`src/hdl/assert_macros.svh`:
```
// Assertion helpers shared by the deframer modules.
`ifndef ASSERT_MACROS_SVH
`define ASSERT_MACROS_SVH

// Check a property on every rising edge, masked while reset is asserted.
`define FDAL_ASSERT(lbl, clk_s, rst_n_s, prop, msg) \
	lbl: assert property (@(posedge clk_s) disable iff (!rst_n_s) prop) else $error(msg);

// Check a property on every rising edge, reset included.
`define FDAL_ASSERT_ALWAYS(lbl, clk_s, prop, msg) \
	lbl: assert property (@(posedge clk_s) prop) else $error(msg);

`endif

```
`src/hdl/fdal_pkg.sv`:
```
package fdal_pkg;

	// Input item and result item
	typedef struct packed {
		logic [1:0] op;
		logic [7:0] data_byte;
		logic [7:0] query_addr;
	} in_item_t;

	typedef struct packed {
		logic [1:0] kind;
		logic [7:0] frame_byte;
		logic       first_byte;
		logic       last_byte;
		logic       owned;
	} out_item_t;

	localparam logic [1:0] OP_BYTE     = 2'd0;
	localparam logic [1:0] OP_QUERY    = 2'd1;
	localparam logic [1:0] OP_LINK_RST = 2'd2;

	localparam logic [1:0] KIND_FRAME = 2'd0;
	localparam logic [1:0] KIND_DROP  = 2'd1;
	localparam logic [1:0] KIND_ABORT = 2'd2;
	localparam logic [1:0] KIND_QUERY = 2'd3;

	localparam logic [7:0] MAGIC_M = 8'h4D;
	localparam logic [7:0] MAGIC_H = 8'h48;

	localparam int           LEN_SUM_W = 17;
	localparam logic [15:0]  MIN_LEN   = 16'd8;
	localparam logic [16:0]  HDR_EXTRA = 17'd6;
	localparam logic [7:0]   SRC_OFFS  = 8'd6;
	localparam int           MIN_TOTAL = 14;

	// Up to four results per input beat
	localparam int MAX_RES   = 4;
	localparam int RES_CNT_W = 3;

	localparam int FIFO_DEPTH = 8;
	localparam int FIFO_PTR_W = 3;
	localparam int FIFO_CNT_W = 4;

	typedef struct packed {
		logic [RES_CNT_W-1:0]      n;
		out_item_t [MAX_RES-1:0]   item;
	} res_bundle_t;

	typedef struct packed {
		logic       clr;
		logic       learn;
		logic [7:0] addr;
	} tbl_cmd_t;

	// Configuration registers
	localparam int CFG_IDX_W  = 2;
	localparam int CFG_DATA_W = 11;

	localparam logic [CFG_IDX_W-1:0] REG_MAX_FRAME_LEN = 2'd0;
	localparam logic [CFG_IDX_W-1:0] REG_UNASSIGNED    = 2'd1;
	localparam logic [CFG_IDX_W-1:0] REG_HOST          = 2'd2;

	localparam logic [10:0] MAX_FRAME_LEN_RST = 11'd1024;
	localparam logic [7:0]  UNASSIGNED_RST    = 8'd0;
	localparam logic [7:0]  HOST_RST          = 8'd1;

endpackage

```
`src/hdl/fdal_addr_tbl.sv`:
```
`include "assert_macros.svh"

module fdal_addr_tbl #(
	parameter int ADDR_ENTRIES = 8
) (
	input  logic             clk,
	input  logic             arst_n,
	input  fdal_pkg::tbl_cmd_t cmd,
	input  logic [7:0]       unassigned_addr,
	input  logic [7:0]       host_addr,
	input  logic [7:0]       query_addr,
	output logic             query_hit
);

	localparam int CNT_W = $clog2(ADDR_ENTRIES + 1);
	localparam int IDX_W = (ADDR_ENTRIES > 1) ? $clog2(ADDR_ENTRIES) : 1;

	logic [7:0]       tbl_q [ADDR_ENTRIES];
	logic [CNT_W-1:0] cnt_q;
	logic             learn_hit;
	logic             learn_ok;

	// Compare every held entry in parallel
	always_comb begin
		query_hit = 1'b0;
		learn_hit = 1'b0;
		for (int i = 0; i < ADDR_ENTRIES; i++) begin
			if (CNT_W'(i) < cnt_q) begin
				if (tbl_q[i] == query_addr) query_hit = 1'b1;
				if (tbl_q[i] == cmd.addr)   learn_hit = 1'b1;
			end
		end
	end

	assign learn_ok = cmd.learn && !learn_hit && (cmd.addr != unassigned_addr) &&
		(cmd.addr != host_addr) && (cnt_q < CNT_W'(ADDR_ENTRIES));

	always_ff @(posedge clk or negedge arst_n) begin
		if (!arst_n) begin
			cnt_q <= '0;
		end else if (cmd.clr) begin
			cnt_q <= '0;
		end else if (learn_ok) begin
			cnt_q <= cnt_q + CNT_W'(1);
		end
	end

	always_ff @(posedge clk) begin
		if (learn_ok && !cmd.clr) begin
			tbl_q[cnt_q[IDX_W-1:0]] <= cmd.addr;
		end
	end

	`FDAL_ASSERT(a_tbl_cnt_bound, clk, arst_n, cnt_q <= CNT_W'(ADDR_ENTRIES), "table fill overrun")

endmodule

```
`src/hdl/fdal_parse.sv`:
```
`include "assert_macros.svh"

module fdal_parse #(
	parameter int BUFFER_BYTES = 1024
) (
	input  logic                  clk,
	input  logic                  arst_n,
	input  logic                  accept,
	input  fdal_pkg::in_item_t    req,
	input  logic [10:0]           max_frame_len,
	input  logic                  query_hit,
	output fdal_pkg::res_bundle_t res,
	output fdal_pkg::tbl_cmd_t    tbl_cmd
);

	localparam int TOT_W = $clog2(BUFFER_BYTES + 1);

	localparam int RES_CNT_W = fdal_pkg::RES_CNT_W;
	localparam int MAX_RES   = fdal_pkg::MAX_RES;
	localparam int LEN_SUM_W = fdal_pkg::LEN_SUM_W;

	localparam logic [2:0] PH_HUNT   = 3'd0;
	localparam logic [2:0] PH_GOT_M  = 3'd1;
	localparam logic [2:0] PH_GOT_MH = 3'd2;
	localparam logic [2:0] PH_GOT_LO = 3'd3;
	localparam logic [2:0] PH_PASS   = 3'd4;
	localparam logic [2:0] PH_SKIP   = 3'd5;

	logic [2:0]       phase_q, phase_n;
	logic [7:0]       len_low_q, len_low_n;
	logic [TOT_W-1:0] frame_total_q, frame_total_n;
	logic [TOT_W-1:0] bytes_seen_q, bytes_seen_n;
	logic [7:0]       source_q, source_n;

	always_comb begin
		logic [15:0]          len;
		logic [LEN_SUM_W-1:0] total;
		logic [TOT_W-1:0]     seen_inc;
		logic [7:0]           src;
		logic [2:0]           p1;
		logic [7:0]           b;

		b        = req.data_byte;
		len      = {b, len_low_q};
		total    = {1'b0, len} + fdal_pkg::HDR_EXTRA;
		seen_inc = bytes_seen_q + TOT_W'(1);
		src      = (bytes_seen_q == TOT_W'(fdal_pkg::SRC_OFFS)) ? b : source_q;
		p1       = (len_low_q == fdal_pkg::MAGIC_M) ? PH_GOT_M : PH_HUNT;

		phase_n       = phase_q;
		len_low_n     = len_low_q;
		frame_total_n = frame_total_q;
		bytes_seen_n  = bytes_seen_q;
		source_n      = source_q;
		res           = '0;
		tbl_cmd       = '0;
		tbl_cmd.addr  = src;

		if (accept) begin
			unique case (req.op)
				fdal_pkg::OP_BYTE: begin
					unique case (phase_q)
						PH_PASS: begin
							res.n                  = RES_CNT_W'(1);
							res.item[0].kind       = fdal_pkg::KIND_FRAME;
							res.item[0].frame_byte = b;
							source_n               = src;
							bytes_seen_n           = seen_inc;
							if (seen_inc >= frame_total_q) begin
								res.item[0].last_byte = 1'b1;
								tbl_cmd.learn         = 1'b1;
								phase_n               = PH_HUNT;
								len_low_n             = '0;
								frame_total_n         = '0;
								bytes_seen_n          = '0;
								source_n              = '0;
							end
						end
						PH_SKIP: begin
							bytes_seen_n = seen_inc;
							if (seen_inc >= frame_total_q) begin
								res.n            = RES_CNT_W'(1);
								res.item[0].kind = fdal_pkg::KIND_DROP;
								phase_n          = PH_HUNT;
								len_low_n        = '0;
								frame_total_n    = '0;
								bytes_seen_n     = '0;
								source_n         = '0;
							end
						end
						PH_GOT_LO: begin
							if (len < fdal_pkg::MIN_LEN ||
								total > LEN_SUM_W'(BUFFER_BYTES)) begin
								// False start: rescan both length bytes
								if (p1 == PH_GOT_M && b == fdal_pkg::MAGIC_H) begin
									phase_n = PH_GOT_MH;
								end else begin
									phase_n = (b == fdal_pkg::MAGIC_M) ? PH_GOT_M : PH_HUNT;
								end
							end else begin
								frame_total_n = total[TOT_W-1:0];
								bytes_seen_n  = TOT_W'(MAX_RES);
								if (total > LEN_SUM_W'(max_frame_len)) begin
									phase_n = PH_SKIP;
								end else begin
									phase_n                = PH_PASS;
									res.n                  = RES_CNT_W'(MAX_RES);
									res.item[0].kind       = fdal_pkg::KIND_FRAME;
									res.item[0].frame_byte = fdal_pkg::MAGIC_M;
									res.item[0].first_byte = 1'b1;
									res.item[1].kind       = fdal_pkg::KIND_FRAME;
									res.item[1].frame_byte = fdal_pkg::MAGIC_H;
									res.item[2].kind       = fdal_pkg::KIND_FRAME;
									res.item[2].frame_byte = len_low_q;
									res.item[3].kind       = fdal_pkg::KIND_FRAME;
									res.item[3].frame_byte = b;
								end
							end
						end
						PH_GOT_MH: begin
							len_low_n = b;
							phase_n   = PH_GOT_LO;
						end
						PH_GOT_M: begin
							if (b == fdal_pkg::MAGIC_H) begin
								phase_n = PH_GOT_MH;
							end else begin
								phase_n = (b == fdal_pkg::MAGIC_M) ? PH_GOT_M : PH_HUNT;
							end
						end
						default: begin
							phase_n = (b == fdal_pkg::MAGIC_M) ? PH_GOT_M : PH_HUNT;
						end
					endcase
				end
				fdal_pkg::OP_QUERY: begin
					res.n             = RES_CNT_W'(1);
					res.item[0].kind  = fdal_pkg::KIND_QUERY;
					res.item[0].owned = query_hit;
				end
				fdal_pkg::OP_LINK_RST: begin
					if (phase_q == PH_PASS) begin
						res.n            = RES_CNT_W'(1);
						res.item[0].kind = fdal_pkg::KIND_ABORT;
					end
					tbl_cmd.clr   = 1'b1;
					phase_n       = PH_HUNT;
					len_low_n     = '0;
					frame_total_n = '0;
					bytes_seen_n  = '0;
					source_n      = '0;
				end
				default: ;
			endcase
		end
	end

	always_ff @(posedge clk or negedge arst_n) begin
		if (!arst_n) begin
			phase_q       <= PH_HUNT;
			len_low_q     <= '0;
			frame_total_q <= '0;
			bytes_seen_q  <= '0;
			source_q      <= '0;
		end else begin
			phase_q       <= phase_n;
			len_low_q     <= len_low_n;
			frame_total_q <= frame_total_n;
			bytes_seen_q  <= bytes_seen_n;
			source_q      <= source_n;
		end
	end

	`FDAL_ASSERT(a_pass_in_frame, clk, arst_n, (phase_q == PH_PASS || phase_q == PH_SKIP) |-> (bytes_seen_q < frame_total_q), "byte count past frame end")
	`FDAL_ASSERT(a_total_min, clk, arst_n, (phase_q == PH_PASS || phase_q == PH_SKIP) |-> (frame_total_q >= TOT_W'(fdal_pkg::MIN_TOTAL)), "frame total below minimum")
	`FDAL_ASSERT(a_learn_excl, clk, arst_n, !(tbl_cmd.clr && tbl_cmd.learn), "learn during table clear")

endmodule

```
`src/hdl/fdal_res_fifo.sv`:
```
`include "assert_macros.svh"

module fdal_res_fifo (
	input  logic                  clk,
	input  logic                  arst_n,
	input  fdal_pkg::res_bundle_t push,
	output logic                  room,
	output logic                  rsp_valid,
	input  logic                  rsp_ready,
	output fdal_pkg::out_item_t   rsp
);

	localparam int DEPTH = fdal_pkg::FIFO_DEPTH;
	localparam int PTR_W = fdal_pkg::FIFO_PTR_W;
	localparam int CNT_W = fdal_pkg::FIFO_CNT_W;
	localparam int MAXR  = fdal_pkg::MAX_RES;

	fdal_pkg::out_item_t mem_q [DEPTH];
	logic [PTR_W-1:0]    wr_q, rd_q;
	logic [CNT_W-1:0]    cnt_q;
	logic                pop;

	assign rsp_valid = (cnt_q != '0);
	assign rsp       = mem_q[rd_q];
	assign pop       = rsp_valid && rsp_ready;
	// Take a beat only when a full header burst still fits
	assign room      = (cnt_q <= CNT_W'(DEPTH - MAXR));

	always_ff @(posedge clk or negedge arst_n) begin
		if (!arst_n) begin
			wr_q  <= '0;
			rd_q  <= '0;
			cnt_q <= '0;
		end else begin
			wr_q  <= wr_q + PTR_W'(push.n);
			rd_q  <= rd_q + PTR_W'(pop);
			cnt_q <= cnt_q + CNT_W'(push.n) - CNT_W'(pop);
		end
	end

	always_ff @(posedge clk) begin
		for (int i = 0; i < MAXR; i++) begin
			if (fdal_pkg::RES_CNT_W'(i) < push.n) begin
				mem_q[wr_q + PTR_W'(i)] <= push.item[i];
			end
		end
	end

	`FDAL_ASSERT(a_fifo_bound, clk, arst_n, cnt_q <= CNT_W'(DEPTH), "result queue overrun")
	`FDAL_ASSERT(a_push_room, clk, arst_n, (push.n != '0) |-> room, "burst pushed without room")

endmodule

```
`src/hdl/frame_deframer_addr_learn.sv`:
```
// Byte-stream deframer with source address learning.
// Request channel (req_valid/req_ready/req): one beat per item, either a
// stream byte, an address query or a link reset. Response channel
// (rsp_valid/rsp_ready/rsp): frame bytes with first/last marks, oversize
// drop and abort notices, and query answers.
// Configuration channel (cfg_valid/cfg_ready/cfg_index/cfg_data) is always
// ready; write it only while the block is idle.
// Throughput: one request beat per cycle while req_ready is high. A
// stream byte that completes a good header within the maximum frame
// length yields four response beats at once; the result queue drains
// one beat per cycle while rsp_ready is high, so the response port
// sets the sustained rate. Each result queues behind beats already held.
// Reset: parser hunts for the magic, the address table is empty, and the
// registers return to max length 1024, unassigned 0, host 1.
// Stall: the eight-entry result queue holds beats while rsp_ready is low;
// req_ready drops once fewer than four slots are free.
module frame_deframer_addr_learn #(
	parameter int BUFFER_BYTES = 1024,
	parameter int ADDR_ENTRIES = 8
) (
	input  logic                                clk,
	input  logic                                arst_n,
	input  logic                                req_valid,
	output logic                                req_ready,
	input  fdal_pkg::in_item_t                  req,
	output logic                                rsp_valid,
	input  logic                                rsp_ready,
	output fdal_pkg::out_item_t                 rsp,
	input  logic                                cfg_valid,
	output logic                                cfg_ready,
	input  logic [fdal_pkg::CFG_IDX_W-1:0]      cfg_index,
	input  logic [fdal_pkg::CFG_DATA_W-1:0]     cfg_data
);

	logic [10:0]           max_frame_len_q;
	logic [7:0]            unassigned_q;
	logic [7:0]            host_q;
	logic                  accept;
	logic                  query_hit;
	fdal_pkg::res_bundle_t res;
	fdal_pkg::tbl_cmd_t    tbl_cmd;

	assign cfg_ready = 1'b1;
	assign accept    = req_valid && req_ready;

	// Register writes; an index beyond the list is dropped
	always_ff @(posedge clk or negedge arst_n) begin
		if (!arst_n) begin
			max_frame_len_q <= fdal_pkg::MAX_FRAME_LEN_RST;
			unassigned_q    <= fdal_pkg::UNASSIGNED_RST;
			host_q          <= fdal_pkg::HOST_RST;
		end else if (cfg_valid) begin
			unique case (cfg_index)
				fdal_pkg::REG_MAX_FRAME_LEN: max_frame_len_q <= cfg_data[10:0];
				fdal_pkg::REG_UNASSIGNED:    unassigned_q    <= cfg_data[7:0];
				fdal_pkg::REG_HOST:          host_q          <= cfg_data[7:0];
				default: ;
			endcase
		end
	end

	// Header hunt, pass/skip tracking and result building
	fdal_parse #(
		.BUFFER_BYTES(BUFFER_BYTES)
	) u_parse (
		.clk           (clk),
		.arst_n        (arst_n),
		.accept        (accept),
		.req           (req),
		.max_frame_len (max_frame_len_q),
		.query_hit     (query_hit),
		.res           (res),
		.tbl_cmd       (tbl_cmd)
	);

	// Learned source addresses
	fdal_addr_tbl #(
		.ADDR_ENTRIES(ADDR_ENTRIES)
	) u_addr_tbl (
		.clk             (clk),
		.arst_n          (arst_n),
		.cmd             (tbl_cmd),
		.unassigned_addr (unassigned_q),
		.host_addr       (host_q),
		.query_addr      (req.query_addr),
		.query_hit       (query_hit)
	);

	// Hold results until the receiver takes them
	fdal_res_fifo u_res_fifo (
		.clk       (clk),
		.arst_n    (arst_n),
		.push      (res),
		.room      (req_ready),
		.rsp_valid (rsp_valid),
		.rsp_ready (rsp_ready),
		.rsp       (rsp)
	);

endmodule
```
`config.mk`:
```
export PLATFORM = sky130hd
export DESIGN_NAME = frame_deframer_addr_learn
export DESIGN_NICKNAME = d
export VERILOG_FILES = /design/src/hdl/fdal_pkg.sv /design/src/hdl/fdal_addr_tbl.sv /design/src/hdl/fdal_parse.sv /design/src/hdl/fdal_res_fifo.sv /design/src/hdl/frame_deframer_addr_learn.sv
export VERILOG_INCLUDE_DIRS = /design/src /design/src/hdl
export SDC_FILE = /design/constraint.sdc
export NUM_CORES = 1
export LEC_CHECK = 0
export BUFFER_PORTS_ARGS = -buffer_cell sky130_fd_sc_hd__buf_4
export CAP_MARGIN = 20
export CORE_ASPECT_RATIO = 1.5
export CORE_MARGIN = 5
export CORE_UTILIZATION = 30
export CTS_BUF_LIST = sky130_fd_sc_hd__clkbuf_4 sky130_fd_sc_hd__clkbuf_8
export CTS_CLUSTER_SIZE = 28
export DETAILED_ROUTE_END_ITERATION = 8
export PLACE_DENSITY_LB_ADDON = 0.08
export SLEW_MARGIN = 20
export SYNTH_ARGS = -nofsm -noshare
export SYNTH_HDL_FRONTEND = slang
export SYNTH_HIERARCHICAL = 1
export SYNTH_SLANG_ARGS = --single-unit
export TNS_END_PERCENT = 10
```
`constraint.sdc`:
```
create_clock -name clk -period 8.25 [get_ports clk]
set_clock_uncertainty 0.1 [all_clocks]
set_input_delay 0 -clock clk [delete_from_list [all_inputs] [get_ports clk]]
set_output_delay 0 -clock clk [all_outputs]
set_load 0.02 [all_outputs]
```
==> results.py <==
metrics = {
    "final_layout": {
        "drive_gt1_frac": 0.172,
        "finalNetCount": 1574,
        "nFillCells": 5403,
        "utilization": 0.341,
        "area_growth_pct": 13.1,
    },
    "timing": {
        "whs_ps": 113,
        "finalHoldViolCount": 0,
        "tightest_slew_ps": 1180,
        "rsz0062_at_grt": "no",
        "post-route-min-period_ps": 6190,
        "drv_slew": 0,
        "finalCritPeriodShare": 0.750,
        "clock.fmax_mhz": 162,
        "setup_viol": 0,
        "slew-limit-headroom": 0.210,
        "fin_setup_tns_ps": 0,
    },
    "power": {
        "p_leak_nw": 6.77,
        "powerDensity_mw_per_mm2": 271,
        "ir_worst_vdd_mv": 0.114,
        "total_power_mw": 4.95,
    },
    "placed_design": {
        "hpwl_um": 43600,
        "globalplace.congestion": 0.934,
        "io_buffers": 50,
    },
    "detailed_routing": {
        "num_vias": 12100,
        "wire_per_inst_um": 27.1,
        "ant_nets": 0,
        "viasPerCell": 5.44,
        "drt_pass1_iterations": 6,
        "wirelength_um": 60200,
        "drtIter0Drc": 849,
        "drc": 0,
    },
    "setup_path": {
        "cp_data_required_time_ps": 8430,
        "critPathTopFamily": "simple AND/OR/NAND/NOR gates",
        "worstPathArrival_ps": 6370,
        "path_max_fanout": 14,
        "rrSetupSlack_ps": 2060,
        "cp_num_buf_inv": 2,
        "r2r_start": "u_parse/len_low_q[1]",
        "slowest_stage": "nor2_1",
        "start_kind": "register",
        "max_stage_delay_ps": 640,
        "crit_chain": "inv_1 -> ha_1 -> nand4b_1 -> or2_2 -> xnor2_1 -> ha_1 -> a21oi_1 -> nor2b_1 -> a2111oi_0 -> a21oi_1 -> nor2_1 -> nand2_1 -> or3_1 -> and2_0 -> o211ai_1 -> buf_4",
        "path_class": "reg -> reg",
        "worstRegToRegCells": 16,
        "critPathCaptureType": "register",
        "r2r_end": "u_res_fifo/mem_q[5][5]",
    },
    "status": {
        "status": "completed",
    },
    "yosys": {
        "yosysSeqAreaShare": 0.440,
        "synth-edff-count": 168,
        "synthArstFlopShare": 0.328,
        "yosysWarningCount": 6,
        "synth_seq_cells": 250,
        "syn_avg_cell_area_um2": 10.9,
        "ys.flop_type": "edfxtp_1",
        "synth_area_mm2": 0.0161,
        "synthCells": 1474,
        "ys_types": 81,
    },
    "grt": {
        "grt_max_degree": 59,
        "antenna_found_initial": 1,
        "grt_pass1_wl_um": 86300,
        "first_global_vias": 12600,
        "track_usage": 0.201,
        "grt_overflow_total": 0,
    },
    "floorplan": {
        "coreArea_mm2": 0.0535,
        "rows": 104,
        "io_pins": 52,
        "fp.dieW_um": 199,
        "die-area_mm2": 0.0586,
        "start_util": 0.301,
        "die_h_um": 294,
    },
    "clock_tree": {
        "clkSlewWorstSetupHoldPaths_ps": 60,
        "cts_tree": "done",
        "root_buffer": "clkbuf_8",
        "cts_max_level": 2,
        "cts_max_path_buffers": 3,
        "clock-sinks": 250,
        "clock_latency_ps": 580,
        "postCtsSetupBuffers": 0,
        "cts_buffers": 44,
    },
    "hold_path": {
        "whs_path_depth": 5,
        "min_path_type": "in -> reg",
        "hold_end": "u_parse/bytes_seen_q[7]",
        "hp-start": "req_valid",
    },
    "job": {
        "drv_cap": 0,
    },
}
[metal layers]
layer	routed length, µm	GRT usage	vias up
li1	-	-	5478
met1	21000	0.205	6046
met2	32900	0.383	400
met3	2550	0.0323	165
met4	3740	0.111	0
met5	0	0	-
[registers in the layout, summed over array words and instances, names as in the netlist]
register / cells
unassigned_q: 8
host_q: 8
u_addr_tbl/cnt_q: 4
u_res_fifo/cnt_q: 4
u_parse/source_q: 8
max_frame_len_q: 11
u_parse/frame_total_q: 11
u_res_fifo/wr_q: 3
u_res_fifo/rd_q: 3
u_parse/bytes_seen_q: 11
u_parse/phase_q: 3
u_addr_tbl/tbl_q: 64
u_res_fifo/mem_q: 104
u_parse/len_low_q: 8
[cell type report]
| type | count | area, µm² | share of cell area |
|---|---|---|---|
| repair buffers | 123 | 1060 | 0.0580 |
| flip-flops and latches | 250 | 7100 | 0.390 |
| multi-input cells | 1014 | 8040 | 0.441 |
| clock inverters | 9 | 70.1 | 0.00384 |
| diodes | 1 | 2.50 | 0.000137 |
| well taps | 689 | 862 | 0.0473 |
| clock buffers | 72 | 866 | 0.0475 |
| inverters | 63 | 238 | 0.0130 |
[repair_timing]
action,CTS,global route
hold buffers,50,0
resized for setup,0,0
endpoints found under the hold margin,140,0
[Yosys cell counts, types with 33 or more instances]
| cell type | number | area [µm²] |
|---|---|---|
| mux2_2 | 49 | 552 |
| ha_1 | 40 | 500 |
| edfxtp_1 | 168 | 5040 |
| clkbuf_1 | 75 | 282 |
| o22ai_1 | 91 | 569 |
| dfrtp_1 | 80 | 2000 |
| xnor2_1 | 115 | 1010 |
| a21oi_1 | 103 | 515 |
| mux2i_1 | 90 | 901 |
| inv_1 | 62 | 233 |
| xor2_1 | 57 | 499 |
| nand2_1 | 47 | 176 |
| buf_4 | 37 | 278 |
| nor2_1 | 33 | 124 |
[placed cells by master, fill, tap and decap left out, types with 26 or more instances in the layout]
cell type and n:
edfxtp_1 168, xor2_1 57, nand2_1 47, nor2_1 32
xnor2_1 115, dlygate4sd3_1 49, conb_1 28, mux4_2 26
mux2i_1 90, ha_1 40, clkbuf_8 52, o22ai_1 91
nand4_1 28, mux2_2 49, inv_1 62, buf_4 73
a21oi_1 103, nand3_1 28, dfrtp_1 79
[cells by family (layout without fill, tap and decap cells)]
| family | after synthesis | count (layout) | synth area share |
|---|---|---|---|
| XOR/XNOR | 172 | 172 | 0.0935 |
| AO/OA/AOI/OAI | 330 | 330 | 0.135 |
| multiplexers | 169 | 169 | 0.130 |
| AND/OR/NAND/NOR | 273 | 273 | 0.0958 |
| other | 2 | 29 | 0.000466 |
| flip-flops | 250 | 250 | 0.440 |
| adder cells (fa/ha/maj) | 42 | 42 | 0.0335 |
| buffers and inverters | 236 | 267 | 0.0709 |
[how the worst max path moves through the flow]
stage,depth (start not counted),to,from
after floorplan,14,u_res_fifo/mem_q[0][0],u_parse/len_low_q[1]
after global placement,15,u_res_fifo/mem_q[5][11],u_parse/len_low_q[1]
after detailed placement,16,u_res_fifo/mem_q[5][7],u_parse/len_low_q[1]
after CTS,16,u_res_fifo/mem_q[5][6],u_parse/len_low_q[1]
after global routing,16,u_res_fifo/mem_q[5][10],u_parse/len_low_q[1]
final,16,u_res_fifo/mem_q[5][5],u_parse/len_low_q[1]
[per-stage QoR]
stage	instance area (µm²)	worst slack [ps]	std cells
after detailed placement	16800	2110	2088
after global routing	18200	1640	2221
final	18200	2060	2221
after global placement	16800	2160	2086
after CTS	18200	2070	2219
after floorplan	16200	2980	1500
[power by group]
group	switching [mW]	internal, mW
combinational	1.07	0.759
sequential	0.240	1.64
clock	0.546	0.694
[worst register-to-register path, cell delays in order, from the launching register on]
cell and delay [ps]:
dfrtp_1 510, inv_1 160, ha_1 250, nand4b_1 280, or2_2 370, xnor2_1 240, ha_1 300, a21oi_1 130
nor2b_1 60, a2111oi_0 380, a21oi_1 370, nor2_1 640, nand2_1 250, or3_1 610, and2_0 500, o211ai_1 450
buf_4 290
(Power assumes the default switching activity.)
